`src/rtl/core/tidr_pkg.sv`:
```
// Shared types and constants for the transaction ident remap table.
// No dependencies.
package tidr_pkg;

  localparam int SLOT_COUNT = 512;
  localparam int IDENT_W    = 16;
  localparam int IDX_W      = 9;   // slot index carried in ident bits 8..0
  localparam int RAND_W     = IDENT_W - IDX_W;
  localparam int MAX_SLOTS  = 1 << IDX_W;
  localparam int USED_SLOTS = (SLOT_COUNT < MAX_SLOTS) ? SLOT_COUNT : MAX_SLOTS;
  localparam int SLOT_W     = $clog2(USED_SLOTS);

  typedef logic [SLOT_W-1:0] slot_idx_t;

  typedef enum logic {
    REQ_QUERY    = 1'b0,
    REQ_RESPONSE = 1'b1
  } req_type_t;

  typedef enum logic [1:0] {
    STATUS_FORWARDED = 2'd0,
    STATUS_MATCHED   = 2'd1,
    STATUS_DROPPED   = 2'd2
  } status_t;

  typedef struct packed {
    req_type_t           req_type;
    logic [IDENT_W-1:0]  txn_ident;
    logic [31:0]         client_addr;
    logic [15:0]         client_port;
    logic [RAND_W-1:0]   random_high;
  } request_t;

  typedef struct packed {
    status_t             status;
    logic [IDENT_W-1:0]  ident_out;
    logic [31:0]         dest_addr;
    logic [15:0]         dest_port;
  } result_t;

  typedef struct packed {
    logic                valid;
    logic [RAND_W-1:0]   rnd;
    logic [IDENT_W-1:0]  local_ident;
    logic [31:0]         client_addr;
    logic [15:0]         client_port;
  } entry_t;

  typedef struct packed {
    logic      en;
    slot_idx_t addr;
    entry_t    data;
  } ram_wr_t;

  typedef struct packed {
    slot_idx_t slot;     // slot the next query takes
    logic      wrapped;  // every slot written at least once since reset
  } alloc_t;

endpackage

```
`src/rtl/core/tidr_alloc.sv`:
```
// Round-robin slot allocator and first-pass fill tracking.
// Depends on tidr_pkg.
module tidr_alloc (
  input  logic              clk,
  input  logic              rst,
  input  logic              advance,
  output tidr_pkg::alloc_t  alloc
);

  localparam tidr_pkg::slot_idx_t LAST_SLOT =
    tidr_pkg::SLOT_W'(tidr_pkg::USED_SLOTS - 1);

  tidr_pkg::slot_idx_t slot;
  logic                wrapped;

  always_ff @(posedge clk) begin
    if (rst) begin
      slot    <= '0;
      wrapped <= 1'b0;
    end else if (advance) begin
      if (slot == LAST_SLOT) begin
        slot    <= '0;
        wrapped <= 1'b1;
      end else begin
        slot <= slot + tidr_pkg::SLOT_W'(1);
      end
    end
  end

  assign alloc.slot    = slot;
  assign alloc.wrapped = wrapped;

endmodule

```
`config.mk`:
```
export PLATFORM = sky130hd
export DESIGN_NAME = tidr_alloc
export DESIGN_NICKNAME = d
export VERILOG_FILES = /design/src/rtl/core/tidr_pkg.sv /design/src/rtl/core/tidr_alloc.sv
export SDC_FILE = /design/constraint.sdc
export NUM_CORES = 1
export LEC_CHECK = 0
export ABC_AREA = 0
export BUFFER_PORTS_ARGS = -buffer_cell sky130_fd_sc_hd__buf_4
export CAP_MARGIN = 40
export CORE_AREA = 4 4 41 43
export DETAILED_ROUTE_END_ITERATION = 10
export DIE_AREA = 0 0 45 47
export GPL_ROUTABILITY_DRIVEN = 0
export GPL_TIMING_DRIVEN = 0
export HOLD_SLACK_MARGIN = 0.03
export PLACE_DENSITY_LB_ADDON = 0.15
export SLEW_MARGIN = 0
export SYNTH_ARGS = -nofsm -noshare
export SYNTH_HDL_FRONTEND = slang
export SYNTH_SLANG_ARGS = --single-unit
```
`constraint.sdc`:
```
create_clock -name clk -period 1.7 [get_ports clk]
set_clock_uncertainty 0.1 [all_clocks]
set_input_delay 0.17 -clock clk [delete_from_list [all_inputs] [get_ports clk]]
set_output_delay 0.17 -clock clk [all_outputs]
set_load 0.005 [all_outputs]
```
==> results of run 1 <==
-- logic make-up (layout without fill, tap and decap cells) --
family / Yosys count / count (layout) / synth area share
DFF: 10 / 10 / 0.431
muxes: 3 / 3 / 0.0647
buffers and inverters: 2 / 19 / 0.0269
xor gates and xnor gates: 3 / 3 / 0.0566
and+or+nand+nor: 20 / 20 / 0.221
adders and majority gates: 3 / 3 / 0.0809
AOI/OAI and AO/OA: 8 / 8 / 0.119
-- worst paths after layout --
kind,from,end,slack [ns],cells after the start
setup / recovery,slot[2],slot[7],0.12,3
setup reg to reg,slot[2],slot[7],0.12,3
hold reg to reg,wrapped,wrapped,0.37,2
hold / removal,advance,slot[5],0.25,4
-- layout by cell type (no fill, tap or decap), types with 3 or more instances in the layout --
| master | instances |
|---|---|
| nor2_1 | 8 |
| nand2_1 | 3 |
| xor2_1 | 3 |
| a21oi_1 | 3 |
| clkbuf_4 | 3 |
| dfxtp_1 | 8 |
| buf_4 | 13 |
| mux2i_1 | 3 |
-- report_power, final --
part | total (uW) | switching, uW | leakage (uW) | internal, uW
Combinational | 33.8 | 15.7 | 0.000168 | 18.1
Sequential | 246 | 6.32 | 0.0000816 | 239
Clock | 211 | 81.6 | 0.0000210 | 130
Total | 491 | 104 | 0.000270 | 388
-- worst reg2reg max path, delay by kind of cell (launching register included) --
family	cells	cell delay [ns]
compound gates	1	0.25
simple gates	2	0.72
flops	1	0.42
-- stage by stage --
stage	setup TNS [ns]	power (uW)	setup WS (ns)	hold WS, ns	utilization
after floorplan	0	266	0.195	0.136	-
after global placement	-0.0902	282	-0.0209	0.277	0.440
after detailed placement	-0.0133	282	-0.00811	0.283	0.440
after CTS	0	501	0.000233	0.239	0.477
after global routing	0	521	0.00836	0.289	0.484
final	0	491	0.124	0.248	0.484
-- flip-flops by register name, indices dropped and copies added, names as in the netlist --
register,cells
slot,9
wrapped,1
-- repair_timing --
item	4_1_cts	5_1_grt
pin swaps	0	0
endpoints found under the hold margin	4	0
hold buffers	1	0
setup endpoints to repair	6	8
gates resized for setup	1	3
-- per-layer routing --
metal / global-route usage / up-vias
li1: - / 211
met1: 0.126 / 170
met2: 0.127 / 10
met5: 0 / -
met4: 0.0526 / 0
met3: 0.0345 / 0
-- cell type report --
cell class                 instances  area (um2)
fill                             127         672
multi-input combinational         37         259
sequential                        10         203
timing repair buffer              13         100
clock buffer                       4        36.3
tap                               15        18.8
buffer                             2        12.5
==> summary.md, run 1 <==
The cell with the largest stage delay on the worst path was or4_4. The tools report the pin count of the biggest net entering global routing as 11. Once the clock tree was built, the setup fixing pass inserted 0 buffers.

In the detailed route, the total length drawn on met2 is 393 um. After synthesis the cells add up to 464 um2. The global-route wire length before repair was 1380 um; the mean instance size in the synthesized netlist was 9.47 um2.

The clock passes through at most 2 buffers. The via total after detailed routing is 391, and the stage delay of the slowest cell on the critical path is 0.55 ns. The most frequent cell after synthesis is dfxtp_1. Walking the worst path, the cells encountered are nand3_2, or4_4, a221oi_2.

The count of buffers inserted at the top-level ports was 12. The flow ran to the end, and the final reports show no timing, DRC or antenna violations. Ranked by total cell area, the synthesized netlist is headed by dfxtp_1, ha_1, mux2i_1, nor2_1, xor2_1. TritonCTS built the clock tree. The detailed-routed wire length on met3 is 66 um.

The number of H-tree branching levels was 1. Setup repair after global routing left no endpoint under its margin. Uppermost signal routing layer after detailed routing: met3. Total buffers and inverters traversed by the critical path: 0. The slew at the pin closest to its max-slew limit works out to 0.270 ns.

The most frequently used flop master after synthesis was dfxtp_1. By startpoint and endpoint, the worst setup path is classified as reg2reg. In this run the power density over the cells is 780 mW/mm2.

The share of Yosys cell area claimed by the top area cell type was 0.431. Wires add up to 877 um. The tools report the unique cell type count in the Yosys netlist as 19. Clock latency on the worst-skew pair, taken at its later pin, is 0.26 ns.

Yosys printed 0 warnings. The floorplan step defined a die boundary enclosing 0.00212 mm2. The total count of hold-check failures in the final report came out at 0. Growth of design area from synthesis to finish: 35.6%. The finished cells cover 629 um2. The final antenna diode count is 0. For the global-route total usage across every layer, the log shows 0.0934. For this run the aggregate overflow at the end of global routing stands at 0. The fraction of the cycle the final worst path needs was 0.927. The run gives 0 as the initial antenna violation count.

The number of sinks on the clock net is 10. The worst setup path is launched from a flop. The cell count after synthesis was 49.

Clock-pin slew was measured on the worst setup and hold paths at 0.07 ns. Total placed instance area: 573 um2. Row count: 13. The share of flip-flops with an asynchronous set or reset after synthesis is 0, and the top-level I/O count is 13. The worst-case vdd ir drop was 0.312 mV.

The non-filler instance count after layout was 81; the fraction of final layout cells with drive strength greater than 1 was 0.379. Setup violations remaining at the end of the flow were counted as 0. Die boundary width: 45 um. At the worst endpoint, the required time is 1.78 ns.

The run gives 1.65 ns as the worst path arrival time. The fmax was 0.635 GHz. For this block, the initial DRC count from the detailed router was 6. Normalized max-slew margin: 0.818.

STA classifies the critical path endpoint as a flop. The via count of the first global-routing pass is 312. The post-detailed-route count of antenna-violating nets came out at 0. After synthesis the netlist holds a flip-flop and latch count of 10. Using the TritonRoute via totals, the vias-per-cell ratio works out to 4.83. The length of the first detailed-routing pass in iterations was 2. Including well taps, the total number of placed cells is 76. Broken down by cell family, the worst path's largest delay share belongs to simple AND/OR/NAND/NOR gates.

The tools report the clock root buffer as clkbuf_4. For the sequential-to-total area share from yosys stat, the log shows 0.431. The run gives 55 as the synthesized netlist net count. Along the worst path, the maximum fanout reaches 7. The tool flagged a number of max-cap violations equal to 0. The tools report the initial standard-cell utilization of the core as 0.357. In the final routed layout, each cell accounts on average for 10.8 um. For the static leakage power, the log shows 0.000270 uW. In the synthesized netlist, the cells that appear most often are dfxtp_1, nor2_1.

The tools report the number of CTS-inserted buffers as 3. The final period demand of the worst path came out at 1.58 ns. The number of remaining DRC errors was 0; the final max-slew violation count was 0.

The final layout contains 73 nets. The die is 47 um tall. Summed over all instances, the cell type with the most area after synthesis is dfxtp_1. The min-delay analysis places its worst path in the category in2reg.

For this block, wires on met1 add up to 417 um. Counting flops with a built-in enable in the synthesized netlist gives 0. The core region is 0.00130 mm2.
(Power assumes the default switching activity.)
==> run 2: changes to the inputs <==
--- a/config.mk
+++ b/config.mk
@@ -7,5 +7,5 @@
 export LEC_CHECK = 0
 export ABC_AREA = 0
-export BUFFER_PORTS_ARGS = -buffer_cell sky130_fd_sc_hd__buf_4
+export BUFFER_PORTS_ARGS = -buffer_cell sky130_fd_sc_hd__buf_2
 export CAP_MARGIN = 40
 export CORE_AREA = 4 4 41 43
==> constraint.sdc (replaced) <==
create_clock -name clk -period 1.7 [get_ports clk]
set_clock_uncertainty 0.1 [all_clocks]
set_input_delay 0.17 -clock clk [delete_from_list [all_inputs] [get_ports clk]]
set_output_delay 0.17 -clock clk [all_outputs]
set_load 0.02 [all_outputs]
==> summary.md, run 2 (synthesis results as in run 1) <==
The run finished with clean final reports. TritonCTS built the clock tree. The worst endpoint required time is 1.74 ns. Proportion of power drawn by flip-flops and latches: 0.569. The post-detailed-route via-to-cell ratio works out to 4.74. slot holds more flip-flops than any other register. Max-cap violations in this run came to 0. In this run the clock root is driven by a clkbuf_4. The post-detailed-route count of antenna-violating nets is 0, and the setup TNS after final layout is 0 ns. For the normalized max-slew margin, the log shows 0.819.

In this run, the number of DRC markers left after iteration 0 of detailed routing was 6. The global-route total usage across every layer was 0.0967. Among cell families on the critical path, the largest total delay comes from adder cells. Entering global routing, the biggest net connects 11 pins. The area growth from synthesis to layout is 28.8%. The stage delay of the slowest cell on the critical path is 0.39 ns, and the overall overflow remaining after global route is 0. The total count of hold-check failures in the final report came out at 0.

In this run the count of I/O pins placed on the die edge is 13. Summed over all nets, the switching power comes to 96.2 uW. Post-route core utilization: 0.460. The cell with the largest stage delay on the worst path is dfxtp_1.

The path class of the tightest hold or removal check is in2reg. The run gives 0.00130 mm2 as the total core area. The static leakage power was 0.000278 uW. The tools report the initial standard-cell utilization of the core as 0.357.

The kind of capture point of the worst setup path was a flop. The logic gate share of total power was 0.083; the number of CTS-inserted buffers was 3. Final max-slew violation count: 0.

The flip-flop count of the largest register after layout was 9; the overall power after layout was 431 uW. The die span in y is 47 um, and the final antenna diode count is 0. The length of the first detailed-routing pass in iterations is 4, and the final period demand of the worst path is 1.59 ns.

The largest registers in the layout are slot (9), wrapped (1). The number of H-tree branching levels is 1, and the global-route wire length before repair is 1430 um. After detailed routing, the average wire length per cell comes to 11.1 um.

The logs give 0 for the setup-violating endpoint count in the final report and 379 for the via total after detailed routing. During placement, the flow inserted port buffers numbering 12. Based on the critical path, the design can be clocked at up to 0.630 GHz.

The worst path arrival time is 1.63 ns. For this run, design rule violations remaining after detail routing come to 0. No sink is reached through more buffers than the 2 on the longest clock path.

The initial antenna violation count was 0; the fraction of the cycle the final worst path needs was 0.934. The number of sinks on the clock net was 10; the clock-pin slew on the worst setup and hold paths was 0.06 ns. The tools report the power share of the clock group as 0.348. The logs give 335 uW for the internal power summed over all cells and 319 for the via count of the first global-routing pass. The commonest non-fill, non-tap cell in the layout is buf_2. The fraction of power spent switching nets is 0.223, and the net total in the final layout is 73. The biggest fanout along the worst timing path came out at 6. The post-CTS setup repair buffer count was 0. The die boundary width was 45 um; the final wirelength was 886 um. The critical path contains buffers and inverters numbering 0 combined. Summed over all nets, the half-perimeter wirelength after detailed placement is 630 um. Start-to-end type of the worst setup path: reg2reg. The row count came out at 13. For the floorplan die area, the log shows 0.00212 mm2.

Leaving out fill and tap cells, the most frequent cells in the layout are buf_2, dfxtp_1, nor2_1. The power density of the placed cells is 721 mW/mm2, and the worst-case vdd ir drop is 0.488 mV. The kind of launch point of the worst setup path was a flop. The clock insertion delay at the later pin of the skew report is 0.25 ns, and the slew at the pin closest to its max-slew limit is 0.269 ns.

The tightest hold path in the finished design has a slack of 0.259 ns. The signal on the critical path passes through ha_2, nand2_1, nor3_4, ha_1, a21o_1, nor2_1. The fraction of final layout cells with drive strength greater than 1 is 0.354.
[run 2: cell count changes in the layout (fill, tap and decap cells not counted), sizes merged]
cell	previous run	this run
clkbuf	4	3
[run 2: power groups by stage]
stage	Clock, uW	Sequential, uW	Combinational [uW]
2_1_floorplan	0	255	16.7
3_3_place_gp	0	250	34.0
3_5_place_dp	0	250	33.8
4_1_cts	162	245	35.7
5_1_grt	173	246	40.9
6_report	150	246	35.6
[run 2: final timing paths]
kind,endpoint,startpoint,depth (start not counted),slack [ns]
worst max-delay path,slot[1],slot[1],6,0.11
worst min register to register,wrapped,wrapped,2,0.39
worst max register to register,slot[1],slot[1],6,0.11
worst min-delay path,slot[5],advance,4,0.26
[run 2: metal layers]
layer	global-route usage	up-vias	share of wire
met5	0	-	0
met4	0.0175	0	0
met3	0.0728	0	0.062
met2	0.124	8	0.40
met1	0.129	159	0.53
li1	-	212	-
[run 2: final cells by class]
| type | count | area, um2 |
|---|---|---|
| Fill cell | 135 | 703 |
| Timing Repair Buffer | 13 | 70.1 |
| Clock buffer | 3 | 22.5 |
| Sequential cell | 10 | 201 |
| Tap cell | 15 | 18.8 |
| Multi-Input combinational cell | 37 | 273 |
| Buffer | 2 | 12.5 |
[run 2: per-stage QoR]
step | cell area [um2] | cells | setup slack [ns]
after global routing | 598 | 80 | -0.00891
after CTS | 581 | 80 | 0.0570
final | 598 | 80 | 0.112
after detailed placement | 543 | 76 | -0.00361
after floorplan | 464 | 49 | 0.0600
after global placement | 543 | 76 | -0.0224
[run 2: what timing repair did]
item / 4_1_cts / 5_1_grt
gates resized for setup: 1 / 4
pin swaps: 0 / 0
gates cloned: 0 / 0
endpoints found under the hold margin: 1 / 0
hold buffers: 1 / 0
setup endpoints to repair: 6 / 8
[run 2: tightest hold or removal path, delay by kind of cell]
family | cells | cell delay [ns]
buf+inv | 1 | 0.10
compound gates | 1 | 0.05
simple gates | 2 | 0.23
==> run 3: changes to the inputs <==
- CORE_AREA: 4 4 41 43 -> 2 2 39 41
- DIE_AREA: 0 0 45 47 -> 0 0 41 43
- clock period: 1.7 -> 1.6 ns (I/O delays scaled with it)
==> summary.md, run 3 (synthesis results as in run 1) <==
The number of CTS-inserted buffers is 3. Post-detailed-placement half-perimeter wirelength: 648 um. The floorplan die area is 0.00176 mm2. The worst hold-check path type was in2reg. Counting along the longest clock path gives a buffer depth of 2. The tools report the initial antenna violation count as 0. In the final design database the tool counted 73 nets.

The normalized max-slew margin was 0.826; the clock-pin slew on the worst setup and hold paths was 0.06 ns. The run gives 1560 um as the global-route wire length before repair. The slew at the pin closest to its max-slew limit came out at 0.259 ns. The analysis attributes to cell leakage a power of 0.000274 uW.

Setup repair after global routing left no endpoint under its margin. For this run, design rule violations remaining after detail routing come to 0. The clock root buffer was clkbuf_4.

Fraction of the cycle the final worst path needs: 0.920. Clock tree synthesis found a total of 10 sinks. Measured along the x axis, the die boundary spans 41 um.

The final wirelength was 944 um; the power density of the placed cells was 739 mW/mm2. VDD sags by at most 0.455 mV. Number of H-tree branching levels: 1. The top cell types in the final layout, fill and taps aside, are buf_2, nor2_1, dfxtp_1. The run gives 0.335 as the initial standard-cell utilization of the core. Placed cell count: 77. STA classifies the critical path endpoint as a flop. STA classifies the critical path startpoint as a flop. The post-route core utilization is 0.463. TritonCTS built the clock tree. Leaving out fill and tap cells, the most frequent cell in the layout is buf_2. The floorplan has 14 rows. Dividing the detail-routed via count by the number of cells gives 4.90. The tools report the global-route total usage across every layer as 0.137. Entering global routing, the biggest net connects 11 pins. The total count of hold-check failures in the final report is 0. For this run, the top clock speed supported by timing is 0.679 GHz. The setup-violating endpoint count in the final report was 0. The register with the most flip-flops in the layout has 9 of them.

At the later pin of the worst-skew pair, clock insertion delay measures 0.26 ns. The reported max-cap violation count is 0. The flow ran to the end, and the final reports show no timing, DRC or antenna violations. The worst path in the final design needs a cycle of 1.47 ns, including I/O delays and setup. The start-to-end type of the worst setup path was reg2reg.

The non-filler instance count after layout was 81. The pre-antenna-repair detailed-routing pass consisted of 3 iterations. For the final max-slew violation count, the log shows 0. In this run the post-CTS setup repair buffer count came out at 0. The smallest hold slack was 0.239 ns. The layout filler cell count came out at 138.

The region available for standard cell placement spans 0.00138 mm2. In this run the count of I/O pins placed on the die edge is 13. The growth of design area from synthesis to finish was 38.0%; the worst path arrival time was 1.55 ns. The via count of the first global-routing pass is 394, and the biggest fanout along the worst timing path is 7. The largest registers in the layout are slot (9), wrapped (1). The number of antenna diodes in the final layout is 0. The logs give 1.68 ns for the worst endpoint required time and 0 for the post-detailed-route count of antenna-violating nets. Via total after detailed routing: 397. The fraction of final layout cells with drive strength greater than 1 was 0.446. After detailed routing, the average wire length per cell comes to 11.7 um. The count of buffers inserted at the top-level ports was 12; the die span in y was 43 um. The register with the highest flop count was slot. The run gives 1 as the iteration-0 DRC count of the detailed router. For this run the aggregate overflow at the end of global routing stands at 0.
## run 3: cell counts in the layout (fill, tap and decap cells not counted)
Identical to the previous run, type by type.
## run 3: layer usage
layer | share of wire | vias up | track usage | routed length [um]
met2 | 0.47 | 10 | 0.188 | 440
li1 | - | 206 | - | -
met3 | 0.048 | 4 | 0.0471 | 45
met5 | 0 | - | 0 | 0
met1 | 0.44 | 177 | 0.160 | 419
met4 | 0.040 | 0 | 0.120 | 38
## run 3: report_power, final
group | leakage [uW] | switching, uW | total [uW] | internal, uW
clock network | 0.0000138 | 84.0 | 171 | 86.9
logic | 0.000177 | 23.0 | 41.0 | 18.0
registers | 0.0000833 | 7.95 | 261 | 254
## run 3: final cells by class
cell class | instances | area, um2 | area share
Multi-Input combinational cell | 37 | 305 | 0.477
Sequential cell | 10 | 210 | 0.328
Timing Repair Buffer | 13 | 70.1 | 0.109
Clock buffer | 3 | 22.5 | 0.0352
Tap cell | 16 | 20.0 | 0.0313
Buffer | 2 | 12.5 | 0.0195
## run 3: stage by stage
| step | cell area [um2] | setup slack (ns) | TNS (ns) | total power, uW |
|---|---|---|---|---|
| after CTS | 584 | 0.0197 | 0 | 477 |
| after global placement | 547 | -0.0427 | -0.229 | 302 |
| after detailed placement | 547 | -0.0404 | -0.202 | 302 |
| final | 641 | 0.128 | 0 | 473 |
| after floorplan | 467 | 0.0106 | 0 | 289 |
| after global routing | 641 | 0.0188 | 0 | 499 |
## run 3: repair_timing
item / 4_1_cts / 5_1_grt
endpoints found under the hold margin: 3 / 0
setup endpoints to repair: 6 / 8
resized for setup: 1 / 12
hold buffers: 1 / 0
gates cloned: 0 / 0
pin swaps: 0 / 1
## run 3: path summary, 6_finish.rpt
path,startpoint,to,slack (ns),cells past startpoint
worst min register to register,wrapped,wrapped,0.40,2
worst max-delay path,slot[4],slot[7],0.13,3
worst max register to register,slot[4],slot[7],0.13,3
worst min-delay path,advance,slot[5],0.24,4
## run 3: worst max-delay path, stage by stage (launching register included)
cell	delay (ns)
dfxtp_1	0.40
nand3_4	0.13
or4_4	0.53
a221oi_2	0.23
